$ cat src/hdl/acl_pkg.sv
// acl_pkg: shared widths, codes and structs of the access-control-list checker
// no dependencies; used by the interfaces, the cell, the top level and the checker
package acl_pkg;

  localparam int ID_BITS   = 31;
  localparam int PERM_BITS = 8;
  localparam int IDX_BITS  = 4;
  localparam int CNT_BITS  = 5;
  localparam int ADDR_BITS = 3;

  localparam logic [ID_BITS-1:0]   ID_WILD    = {ID_BITS{1'b1}};
  localparam logic [ADDR_BITS-1:0] ADDR_COUNT = ADDR_BITS'(0);

  typedef enum logic [2:0] {
    OUT_SUPERUSER   = 3'd0,
    OUT_ALLOWED     = 3'd1,
    OUT_EMPTY       = 3'd2,
    OUT_DENIED      = 3'd3,
    OUT_NOT_COVERED = 3'd4,
    OUT_WRITTEN     = 3'd5
  } acl_outcome_t;

  typedef enum logic {
    KIND_WRITE = 1'b0,
    KIND_CHECK = 1'b1
  } acl_kind_t;

  typedef struct packed {
    logic                 is_group;
    logic [ID_BITS-1:0]   id;
    logic                 deny;
    logic [PERM_BITS-1:0] mask;
  } acl_entry_t;

  typedef struct packed {
    logic                en;
    logic [IDX_BITS-1:0] index;
    acl_entry_t          entry;
  } acl_wr_t;

  // check request travelling down the row of cells
  typedef struct packed {
    logic                 valid;
    logic [ID_BITS-1:0]   uid;
    logic [ID_BITS-1:0]   gid;
    logic [PERM_BITS-1:0] req;
    logic                 deny_hit;
    logic [PERM_BITS-1:0] overlap;
    logic                 allow_hit;
  } acl_tok_t;

endpackage

$ cat src/hdl/acl_in_if.sv
// acl_in_if: request channel of the access-control-list checker
// depends on acl_pkg for field widths
interface acl_in_if;
  logic                           valid;
  logic                           ready;
  logic                           kind;
  logic [acl_pkg::IDX_BITS-1:0]   entry_index;
  logic                           entry_is_group;
  logic [acl_pkg::ID_BITS-1:0]    entry_id;
  logic                           entry_deny;
  logic [acl_pkg::PERM_BITS-1:0]  entry_perms;
  logic [acl_pkg::ID_BITS-1:0]    user_id;
  logic [acl_pkg::ID_BITS-1:0]    group_id;
  logic [acl_pkg::PERM_BITS-1:0]  requested_perms;

  modport source (
    output valid, kind, entry_index, entry_is_group, entry_id, entry_deny, entry_perms,
    output user_id, group_id, requested_perms,
    input  ready
  );
  modport sink (
    input  valid, kind, entry_index, entry_is_group, entry_id, entry_deny, entry_perms,
    input  user_id, group_id, requested_perms,
    output ready
  );
endinterface

$ cat src/hdl/acl_out_if.sv
// acl_out_if: result channel of the access-control-list checker
// depends on acl_pkg for field widths
interface acl_out_if;
  logic                           valid;
  logic                           ready;
  logic                           granted;
  logic [2:0]                     outcome;
  logic [acl_pkg::PERM_BITS-1:0]  offending_perms;

  modport source (output valid, granted, outcome, offending_perms, input ready);
  modport sink   (input valid, granted, outcome, offending_perms, output ready);
endinterface

$ cat src/hdl/acl_cell.sv
// acl_cell: one table entry plus one stage of the check pipeline
// depends on acl_pkg for the entry, write and request structs
module acl_cell #(
  parameter int INDEX = 0
) (
  input  logic                          clk,
  input  logic                          rst_n,
  input  acl_pkg::acl_wr_t              wr,
  input  logic [acl_pkg::CNT_BITS-1:0]  count,
  input  acl_pkg::acl_tok_t             tok_i,
  output acl_pkg::acl_tok_t             tok_o
);

  acl_pkg::acl_entry_t            ent_r;
  acl_pkg::acl_tok_t              tok_r;
  acl_pkg::acl_tok_t              tok_nxt;
  logic                           consult;
  logic                           match;
  logic [acl_pkg::PERM_BITS-1:0]  hit_bits;

  always_comb begin
    consult  = INDEX < int'(count);
    match    = (ent_r.id == acl_pkg::ID_WILD) ||
               (ent_r.is_group ? (ent_r.id == tok_i.gid) : (ent_r.id == tok_i.uid));
    hit_bits = ent_r.mask & tok_i.req;
    tok_nxt  = tok_i;
    if (consult && match) begin
      if (ent_r.deny) begin
        if (!tok_i.deny_hit && (hit_bits != '0)) begin
          tok_nxt.deny_hit = 1'b1;
          tok_nxt.overlap  = hit_bits;
        end
      end else if (hit_bits == tok_i.req) begin
        tok_nxt.allow_hit = 1'b1;
      end
    end
  end

  always_ff @(posedge clk) begin
    if (wr.en && (int'(wr.index) == INDEX)) begin
      ent_r <= wr.entry;
    end
  end

  always_ff @(posedge clk) begin
    if (!rst_n) begin
      tok_r.valid <= 1'b0;
    end else begin
      tok_r.valid <= tok_nxt.valid;
    end
    tok_r.uid       <= tok_nxt.uid;
    tok_r.gid       <= tok_nxt.gid;
    tok_r.req       <= tok_nxt.req;
    tok_r.deny_hit  <= tok_nxt.deny_hit;
    tok_r.overlap   <= tok_nxt.overlap;
    tok_r.allow_hit <= tok_nxt.allow_hit;
  end

  assign tok_o = tok_r;

endmodule

$ cat src/hdl/acl_permission_checker_top.sv
// acl_permission_checker_top: access-control-list permission checker
// depends on acl_pkg, acl_in_if, acl_out_if and acl_cell
//
// Usage
//   in_ch : valid/ready request channel. kind 0 loads entry entry_index of the
//           table, kind 1 checks user_id/group_id against requested_perms.
//   out_ch: valid/ready result channel, one result per request, in order.
//   APB   : register entries_in_use at byte address 0 (5 bits), written with
//           psel/penable/pwrite; pready is always high. Write it only while idle.
// Flow
//   Writes, superuser checks and checks against an empty table: the outcome is
//   set at acceptance and goes through ST_FIN into the output register.
//   Other checks walk a row of TABLE_DEPTH cells, one entry per cycle; the
//   outcome is taken from the last cell and goes through ST_FIN into the output
//   register. In both cases the controller then returns to ST_IDLE.
//   One request is in flight at a time; the output register holds a finished
//   result while the next request is accepted.
// Reset
//   Synchronous, active low: controller idle, output empty, count 0. Table
//   contents are not cleared and must be written before they are consulted.
// Stall
//   While out_ch.ready is low the result holds; a later result waits in the
//   controller and in_ch.ready stays low until it can move on.
module acl_permission_checker_top #(
  parameter int TABLE_DEPTH = 16
) (
  input  logic                           clk,
  input  logic                           rst_n,
  acl_in_if.sink                         in_ch,
  acl_out_if.source                      out_ch,
  input  logic                           psel,
  input  logic                           penable,
  input  logic                           pwrite,
  input  logic [acl_pkg::ADDR_BITS-1:0]  paddr,
  input  logic [31:0]                    pwdata,
  output logic [31:0]                    prdata,
  output logic                           pready
);

  typedef enum logic [1:0] {
    ST_IDLE,
    ST_RUN,
    ST_FIN
  } state_t;

  state_t                         state_r;
  logic [acl_pkg::CNT_BITS-1:0]   count_r;
  logic                           pend_granted_r;
  acl_pkg::acl_outcome_t          pend_outcome_r;
  logic [acl_pkg::PERM_BITS-1:0]  pend_offend_r;
  logic                           out_valid_r;
  logic                           out_granted_r;
  acl_pkg::acl_outcome_t          out_outcome_r;
  logic [acl_pkg::PERM_BITS-1:0]  out_offend_r;

  acl_pkg::acl_tok_t              tok [TABLE_DEPTH+1];
  acl_pkg::acl_wr_t               wr;
  logic                           in_fire;
  logic                           is_check;
  logic                           is_super;
  logic                           is_empty;
  logic                           out_free;
  acl_pkg::acl_tok_t              tail;

  assign in_ch.ready = (state_r == ST_IDLE);
  assign in_fire     = in_ch.valid && in_ch.ready;
  assign is_check    = (in_ch.kind == acl_pkg::KIND_CHECK);
  assign is_super    = (in_ch.user_id == '0);
  assign is_empty    = (count_r == '0);
  assign out_free    = !out_valid_r || out_ch.ready;
  assign tail        = tok[TABLE_DEPTH];

  always_comb begin
    wr.en                = in_fire && !is_check;
    wr.index             = in_ch.entry_index;
    wr.entry.is_group    = in_ch.entry_is_group;
    wr.entry.id          = in_ch.entry_id;
    wr.entry.deny        = in_ch.entry_deny;
    wr.entry.mask        = in_ch.entry_perms;
    tok[0].valid         = in_fire && is_check && !is_super && !is_empty;
    tok[0].uid           = in_ch.user_id;
    tok[0].gid           = in_ch.group_id;
    tok[0].req           = in_ch.requested_perms;
    tok[0].deny_hit      = 1'b0;
    tok[0].overlap       = '0;
    tok[0].allow_hit     = 1'b0;
  end

  for (genvar g = 0; g < TABLE_DEPTH; g++) begin : g_cell
    acl_cell #(
      .INDEX (g)
    ) u_cell (
      .clk   (clk),
      .rst_n (rst_n),
      .wr    (wr),
      .count (count_r),
      .tok_i (tok[g]),
      .tok_o (tok[g+1])
    );
  end

  // configuration register
  assign pready = 1'b1;
  assign prdata = (paddr == acl_pkg::ADDR_COUNT) ? 32'(count_r) : '0;

  always_ff @(posedge clk) begin
    if (!rst_n) begin
      count_r <= '0;
    end else if (psel && penable && pwrite && (paddr == acl_pkg::ADDR_COUNT)) begin
      count_r <= pwdata[acl_pkg::CNT_BITS-1:0];
    end
  end

  // controller and output register
  always_ff @(posedge clk) begin
    if (!rst_n) begin
      state_r     <= ST_IDLE;
      out_valid_r <= 1'b0;
    end else begin
      if (out_ch.ready) begin
        out_valid_r <= 1'b0;
      end
      unique case (state_r)
        ST_IDLE: begin
          if (in_fire) begin
            pend_offend_r <= '0;
            if (!is_check) begin
              pend_granted_r <= 1'b0;
              pend_outcome_r <= acl_pkg::OUT_WRITTEN;
              state_r        <= ST_FIN;
            end else if (is_super) begin
              pend_granted_r <= 1'b1;
              pend_outcome_r <= acl_pkg::OUT_SUPERUSER;
              state_r        <= ST_FIN;
            end else if (is_empty) begin
              pend_granted_r <= 1'b0;
              pend_outcome_r <= acl_pkg::OUT_EMPTY;
              state_r        <= ST_FIN;
            end else begin
              state_r <= ST_RUN;
            end
          end
        end
        ST_RUN: begin
          if (tail.valid) begin
            state_r <= ST_FIN;
            priority if (tail.deny_hit) begin
              pend_granted_r <= 1'b0;
              pend_outcome_r <= acl_pkg::OUT_DENIED;
              pend_offend_r  <= tail.overlap;
            end else if (tail.allow_hit) begin
              pend_granted_r <= 1'b1;
              pend_outcome_r <= acl_pkg::OUT_ALLOWED;
              pend_offend_r  <= '0;
            end else begin
              pend_granted_r <= 1'b0;
              pend_outcome_r <= acl_pkg::OUT_NOT_COVERED;
              pend_offend_r  <= tail.req;
            end
          end
        end
        ST_FIN: begin
          if (out_free) begin
            out_valid_r   <= 1'b1;
            out_granted_r <= pend_granted_r;
            out_outcome_r <= pend_outcome_r;
            out_offend_r  <= pend_offend_r;
            state_r       <= ST_IDLE;
          end
        end
        default: begin
          state_r <= ST_IDLE;
        end
      endcase
    end
  end

  assign out_ch.valid           = out_valid_r;
  assign out_ch.granted         = out_granted_r;
  assign out_ch.outcome         = out_outcome_r;
  assign out_ch.offending_perms = out_offend_r;

endmodule

$ cat src/flat_wrapper.sv
// flat-port wrapper written by rule: the top's interface ports become plain ports
module acl_permission_checker_top_flat 
#(
  parameter int TABLE_DEPTH = 16
)
  (clk, rst_n, psel, penable, pwrite, paddr, pwdata, prdata, pready, in_ch_valid, in_ch_kind, in_ch_entry_index, in_ch_entry_is_group, in_ch_entry_id, in_ch_entry_deny, in_ch_entry_perms, in_ch_user_id, in_ch_group_id, in_ch_requested_perms, in_ch_ready, out_ch_valid, out_ch_granted, out_ch_outcome, out_ch_offending_perms, out_ch_ready);
  acl_in_if in_ch_i ();
  acl_out_if out_ch_i ();
  input  logic clk;
  input  logic rst_n;
  input  logic psel;
  input  logic penable;
  input  logic pwrite;
  input  logic [acl_pkg::ADDR_BITS-1:0] paddr;
  input  logic [31:0] pwdata;
  output logic [31:0] prdata;
  output logic pready;
  input wire logic [$bits(in_ch_i.valid)-1:0] in_ch_valid;
  input wire logic [$bits(in_ch_i.kind)-1:0] in_ch_kind;
  input wire logic [$bits(in_ch_i.entry_index)-1:0] in_ch_entry_index;
  input wire logic [$bits(in_ch_i.entry_is_group)-1:0] in_ch_entry_is_group;
  input wire logic [$bits(in_ch_i.entry_id)-1:0] in_ch_entry_id;
  input wire logic [$bits(in_ch_i.entry_deny)-1:0] in_ch_entry_deny;
  input wire logic [$bits(in_ch_i.entry_perms)-1:0] in_ch_entry_perms;
  input wire logic [$bits(in_ch_i.user_id)-1:0] in_ch_user_id;
  input wire logic [$bits(in_ch_i.group_id)-1:0] in_ch_group_id;
  input wire logic [$bits(in_ch_i.requested_perms)-1:0] in_ch_requested_perms;
  output wire logic [$bits(in_ch_i.ready)-1:0] in_ch_ready;
  output wire logic [$bits(out_ch_i.valid)-1:0] out_ch_valid;
  output wire logic [$bits(out_ch_i.granted)-1:0] out_ch_granted;
  output wire logic [$bits(out_ch_i.outcome)-1:0] out_ch_outcome;
  output wire logic [$bits(out_ch_i.offending_perms)-1:0] out_ch_offending_perms;
  input wire logic [$bits(out_ch_i.ready)-1:0] out_ch_ready;
  assign in_ch_i.valid = in_ch_valid;
  assign in_ch_i.kind = in_ch_kind;
  assign in_ch_i.entry_index = in_ch_entry_index;
  assign in_ch_i.entry_is_group = in_ch_entry_is_group;
  assign in_ch_i.entry_id = in_ch_entry_id;
  assign in_ch_i.entry_deny = in_ch_entry_deny;
  assign in_ch_i.entry_perms = in_ch_entry_perms;
  assign in_ch_i.user_id = in_ch_user_id;
  assign in_ch_i.group_id = in_ch_group_id;
  assign in_ch_i.requested_perms = in_ch_requested_perms;
  assign in_ch_ready = in_ch_i.ready;
  assign out_ch_valid = out_ch_i.valid;
  assign out_ch_granted = out_ch_i.granted;
  assign out_ch_outcome = out_ch_i.outcome;
  assign out_ch_offending_perms = out_ch_i.offending_perms;
  assign out_ch_i.ready = out_ch_ready;
  acl_permission_checker_top #(.TABLE_DEPTH(TABLE_DEPTH)) u_core (.clk(clk), .rst_n(rst_n), .in_ch(in_ch_i), .out_ch(out_ch_i), .psel(psel), .penable(penable), .pwrite(pwrite), .paddr(paddr), .pwdata(pwdata), .prdata(prdata), .pready(pready));
endmodule
$ cat config.mk
export PLATFORM = sky130hd
export DESIGN_NAME = acl_permission_checker_top_flat
export DESIGN_NICKNAME = d
export VERILOG_FILES = /design/src/hdl/acl_pkg.sv /design/src/hdl/acl_in_if.sv /design/src/hdl/acl_out_if.sv /design/src/hdl/acl_cell.sv /design/src/hdl/acl_permission_checker_top.sv /design/src/flat_wrapper.sv
export SDC_FILE = /design/constraint.sdc
export NUM_CORES = 2
export LEC_CHECK = 0
export BUFFER_PORTS_ARGS = -buffer_cell sky130_fd_sc_hd__buf_2
export CORE_ASPECT_RATIO = 0.9
export CORE_MARGIN = 3
export CORE_UTILIZATION = 47
export DETAILED_ROUTE_END_ITERATION = 8
export PLACE_DENSITY = 0.72
export SYNTH_ARGS = -nofsm -noshare
export SYNTH_HDL_FRONTEND = slang
export SYNTH_SLANG_ARGS = --single-unit
$ cat constraint.sdc
create_clock -name clk -period 16.1 [get_ports clk]
set_clock_uncertainty 0.1 [all_clocks]
set_input_delay 3.22 -clock clk [delete_from_list [all_inputs] [get_ports clk]]
set_output_delay 3.22 -clock clk [all_outputs]
set_load 0.01 [all_outputs]
==> impl_metrics.py <==
metrics = {
    "clock_network": {
        "htreeDepth": 4,
        "root_buffer": "clkbuf_16",
        "holdBufCountCts": 0,
        "clk_latency_ps": 780,
        "numCtsBuffers": 170,
        "cts_sinks": 1922,
        "cts_tree": "built",
        "cts_buffer_depth": 3,
        "clkSlewWorstSetupHoldPaths_ps": 70,
        "cts_repair_resize_count": 0,
        "postCtsSetupBuffers": 0,
    },
    "setup_path": {
        "cp.arrival_ps": 4000,
        "crit_path_max_fanout": 6,
        "cp_top_family": "simple AND/OR/NAND/NOR gates",
        "cp-end-kind": "output port",
        "cp_cell_sequence": "buf_2 > nor3_1 > and2_1 > buf_2",
        "worstSetupPathType": "input pin to output port",
        "required_ps": 12780,
        "critPathBufInv": 2,
        "cp_slowest_cell": "nor3_1",
        "cpMostUsedCell": "buf_2",
        "reg2reg_depth": 8,
        "r2r-start": "u_core.g_cell[1].u_cell.ent_r[40]$_DFFE_PP_",
        "critPathMaxStageDelay_ps": 380,
        "cp-start-kind": "input pin",
        "reg2reg_to": "u_core.g_cell[1].u_cell.tok_o[6]$_DFF_P_",
        "reg2reg_slack_ps": 12460,
    },
    "floorplan": {
        "die_y_um": 351.1,
        "dieArea_mm2": 0.1368,
        "std_cell_rows": 125,
        "initial_core_util_pct": 47.75,
        "die_width_um": 389.5,
        "core_area_mm2": 0.1303,
        "ios": 205,
    },
    "cells_and_area": {
        "drive_gt1_share_pct": 10.48,
        "nets": 4580,
        "syn2layout_area_growth_pct": 13.70,
        "layout_commonest_cell": "dfxtp_1",
        "utilization_pct": 54.29,
        "stdcell_area_mm2": 0.07073,
        "n_fill_cell": 10240,
        "final_cell_mix": "dfxtp_1, edfxtp_1, mux2i_1",
    },
    "routing": {
        "dr.pass1.iters": 5,
        "drt_iter0_markers": 2048,
        "ant_nets": 0,
        "vias": 31860,
        "viasPerCell": 5.068,
        "wire_per_inst_um": 22.32,
        "routed_wl_um": 140300,
        "drcViolationCount": 0,
    },
    "timing": {
        "worst_slew_pin_slew_ps": 1189,
        "finalMaxSlewViolations": 0,
        "clock.fmax_ghz": 0.1365,
        "setup_tns_ps": 0,
        "whs_ps": 223.8,
        "worst_slack_ps": 8777,
        "hold_viol": 0,
        "min_period_ps": 7323,
        "period_share_pct": 45.49,
        "rsz0062_at_grt": "no",
        "finalSetupViolCount": 0,
        "slew_headroom_pct": 20.75,
    },
    "power_and_ir_drop": {
        "p_sw_mw": 1.991,
        "switching_share_pct": 20.54,
        "pwr-share-clk_pct": 42.9,
        "ir_drop_mv": 0.1044,
        "seqPwrFrac_pct": 54.5,
        "p_int_mw": 7.703,
        "combPwrFrac_pct": 2.6,
        "power_density_mw_per_mm2": 137.1,
        "total_leakage_power_nw": 27.46,
    },
    "global_routing": {
        "gr-total-overflow": 0,
        "grt_pass1_wl_um": 205000,
        "grt_pass1_vias": 32640,
        "track_usage_pct": 20.18,
        "grt_max_degree": 42,
        "antenna_found_initial": 4,
    },
    "logic_synthesis": {
        "synth_seq_cells": 1922,
        "ys_warn_count": 0,
        "ys_seq_area_share_pct": 72.80,
        "synth_cells": 4162,
        "synth-async-reset-ratio_pct": 0,
        "synth_flop_cell": "dfxtp_1",
        "synth_cell_types": 46,
        "syn_area_mm2": 0.06220,
        "synth_edf_count": 680,
        "avgSynthCellArea_um2": 14.95,
    },
    "placement": {
        "hpwl_um": 106900,
        "gp_congestion": 0.9714,
        "pre_cts_ws_ps": 8775,
        "place_area_mm2": 0.06484,
        "numPortBuffers": 149,
    },
    "min_path": {
        "hold_path_depth": 0,
        "min_to": "u_core.g_cell[13].u_cell.tok_o[73]$_DFF_P_",
        "hp-class": "register to register",
        "hold_start": "u_core.g_cell[12].u_cell.tok_o[73]$_DFF_P_",
    },
    "flow_run": {
        "cap_violations": 0,
    },
    "run_status": {
        "status": "completed",
    },
}
## final cells by class
cell class              count  area [um^2]  share of cell area, %
multi-input cells        1889        15480                  21.89
diodes                      2        5.005               0.007076
inverters                 263        987.2                  1.396
clock inverters            80        962.2                  1.360
repair buffers            176        948.4                  1.341
well taps                1714         2145                  3.032
clock buffers             240         4917                  6.952
flip-flops and latches   1922        45280                  64.02
## state kept, by name, indices dropped and copies added (netlist names)
| signal | flops |
|---|---|
| u_core.pend_granted_r | 1 |
| u_core.g_cell.u_cell.ent_r | 656 |
| u_core.g_cell.u_cell.tok_o | 1234 |
| u_core.pend_offend_r | 8 |
| u_core.out_ch.outcome | 3 |
| u_core.pend_outcome_r | 3 |
| u_core.out_ch.valid | 1 |
| u_core.state_r | 2 |
| u_core.out_ch.granted | 1 |
| u_core.out_ch.offending_perms | 8 |
| u_core.count_r | 5 |
## logic make-up (layout without fill, tap and decap cells)
kind of cell,count (synthesis),after routing,synth area share (%)
muxes,622,622,10.01
DFF,1922,1922,72.80
and+or+nand+nor,596,596,5.525
AOI/OAI and AO/OA,147,147,2.021
buffers and inverters,377,759,2.651
xor gates and xnor gates,496,496,6.984
other,2,30,0.01207
## through the flow
step,power (mW),std cells
after global routing,9.982,6285
final,9.694,6286
after global placement,5.626,5964
after detailed placement,5.635,5964
after floorplan,5.476,4188
after CTS,9.769,6284
## worst max-delay path by stage
stage | start | cells past startpoint | end
CTS | paddr[1] | 4 | prdata[1]
global placement | paddr[1] | 4 | prdata[0]
detailed placement | paddr[1] | 4 | prdata[1]
finish | paddr[1] | 4 | prdata[1]
global route | paddr[1] | 4 | prdata[1]
floorplan | in_ch_kind | 4 | u_core.g_cell[0].u_cell.ent_r[0]$_DFFE_PP_
## cells in the mapped netlist (2+ instances only)
cell	instances	area share [%]
nor4_1	93	0.94
or3_1	2	0.020
clkbuf_1	22	0.13
inv_1	263	1.6
buf_4	43	0.52
nor3_1	7	0.056
a2111oi_0	16	0.23
a22o_1	9	0.13
nand2b_1	7	0.070
buf_2	46	0.37
nand3b_1	2	0.024
xnor2_1	205	2.9
o21ai_0	4	0.032
a222oi_1	16	0.26
o22ai_1	32	0.32
a41oi_1	14	0.20
xor2_1	291	4.1
buf_6	2	0.036
nand2_1	147	0.89
or4_1	15	0.18
and4b_1	14	0.23
mux2i_1	622	10
a31o_2	17	0.24
and4_1	30	0.42
conb_1	2	0.012
nor2b_1	8	0.080
o21bai_1	3	0.036
nor2_1	30	0.18
nand3_1	5	0.040
nand4_1	193	1.9
dfxtp_1	1242	40
and2_1	38	0.38
edfxtp_1	680	33
a41o_1	30	0.48
## power by group through the flow
stage | Sequential [mW] | Combinational (mW) | Clock, mW
2_1_floorplan | 5.33 | 0.141 | 0
3_5_place_dp | 5.38 | 0.253 | 0
4_1_cts | 5.28 | 0.254 | 4.24
5_1_grt | 5.29 | 0.272 | 4.42
3_3_place_gp | 5.38 | 0.249 | 0
6_report | 5.28 | 0.253 | 4.16
## metal layers
layer	up-vias	GRT usage [%]	part of all wire, %
met2	880	34.21	48
met3	313	2.858	4.0
met5	-	0	0
li1	15290	-	-
met4	0	10.12	4.8
met1	15380	25.42	44
## worst reg2reg max path: cells and delay by family (launching register included)
family,cells,cell delay [ps]
AOI/OAI and AO/OA,1,400
xor gates and xnor gates,1,420
buffers and inverters,1,460
DFF,1,330
muxes,2,540
and+or+nand+nor,3,1300
Power figures use the tool's default switching activity.
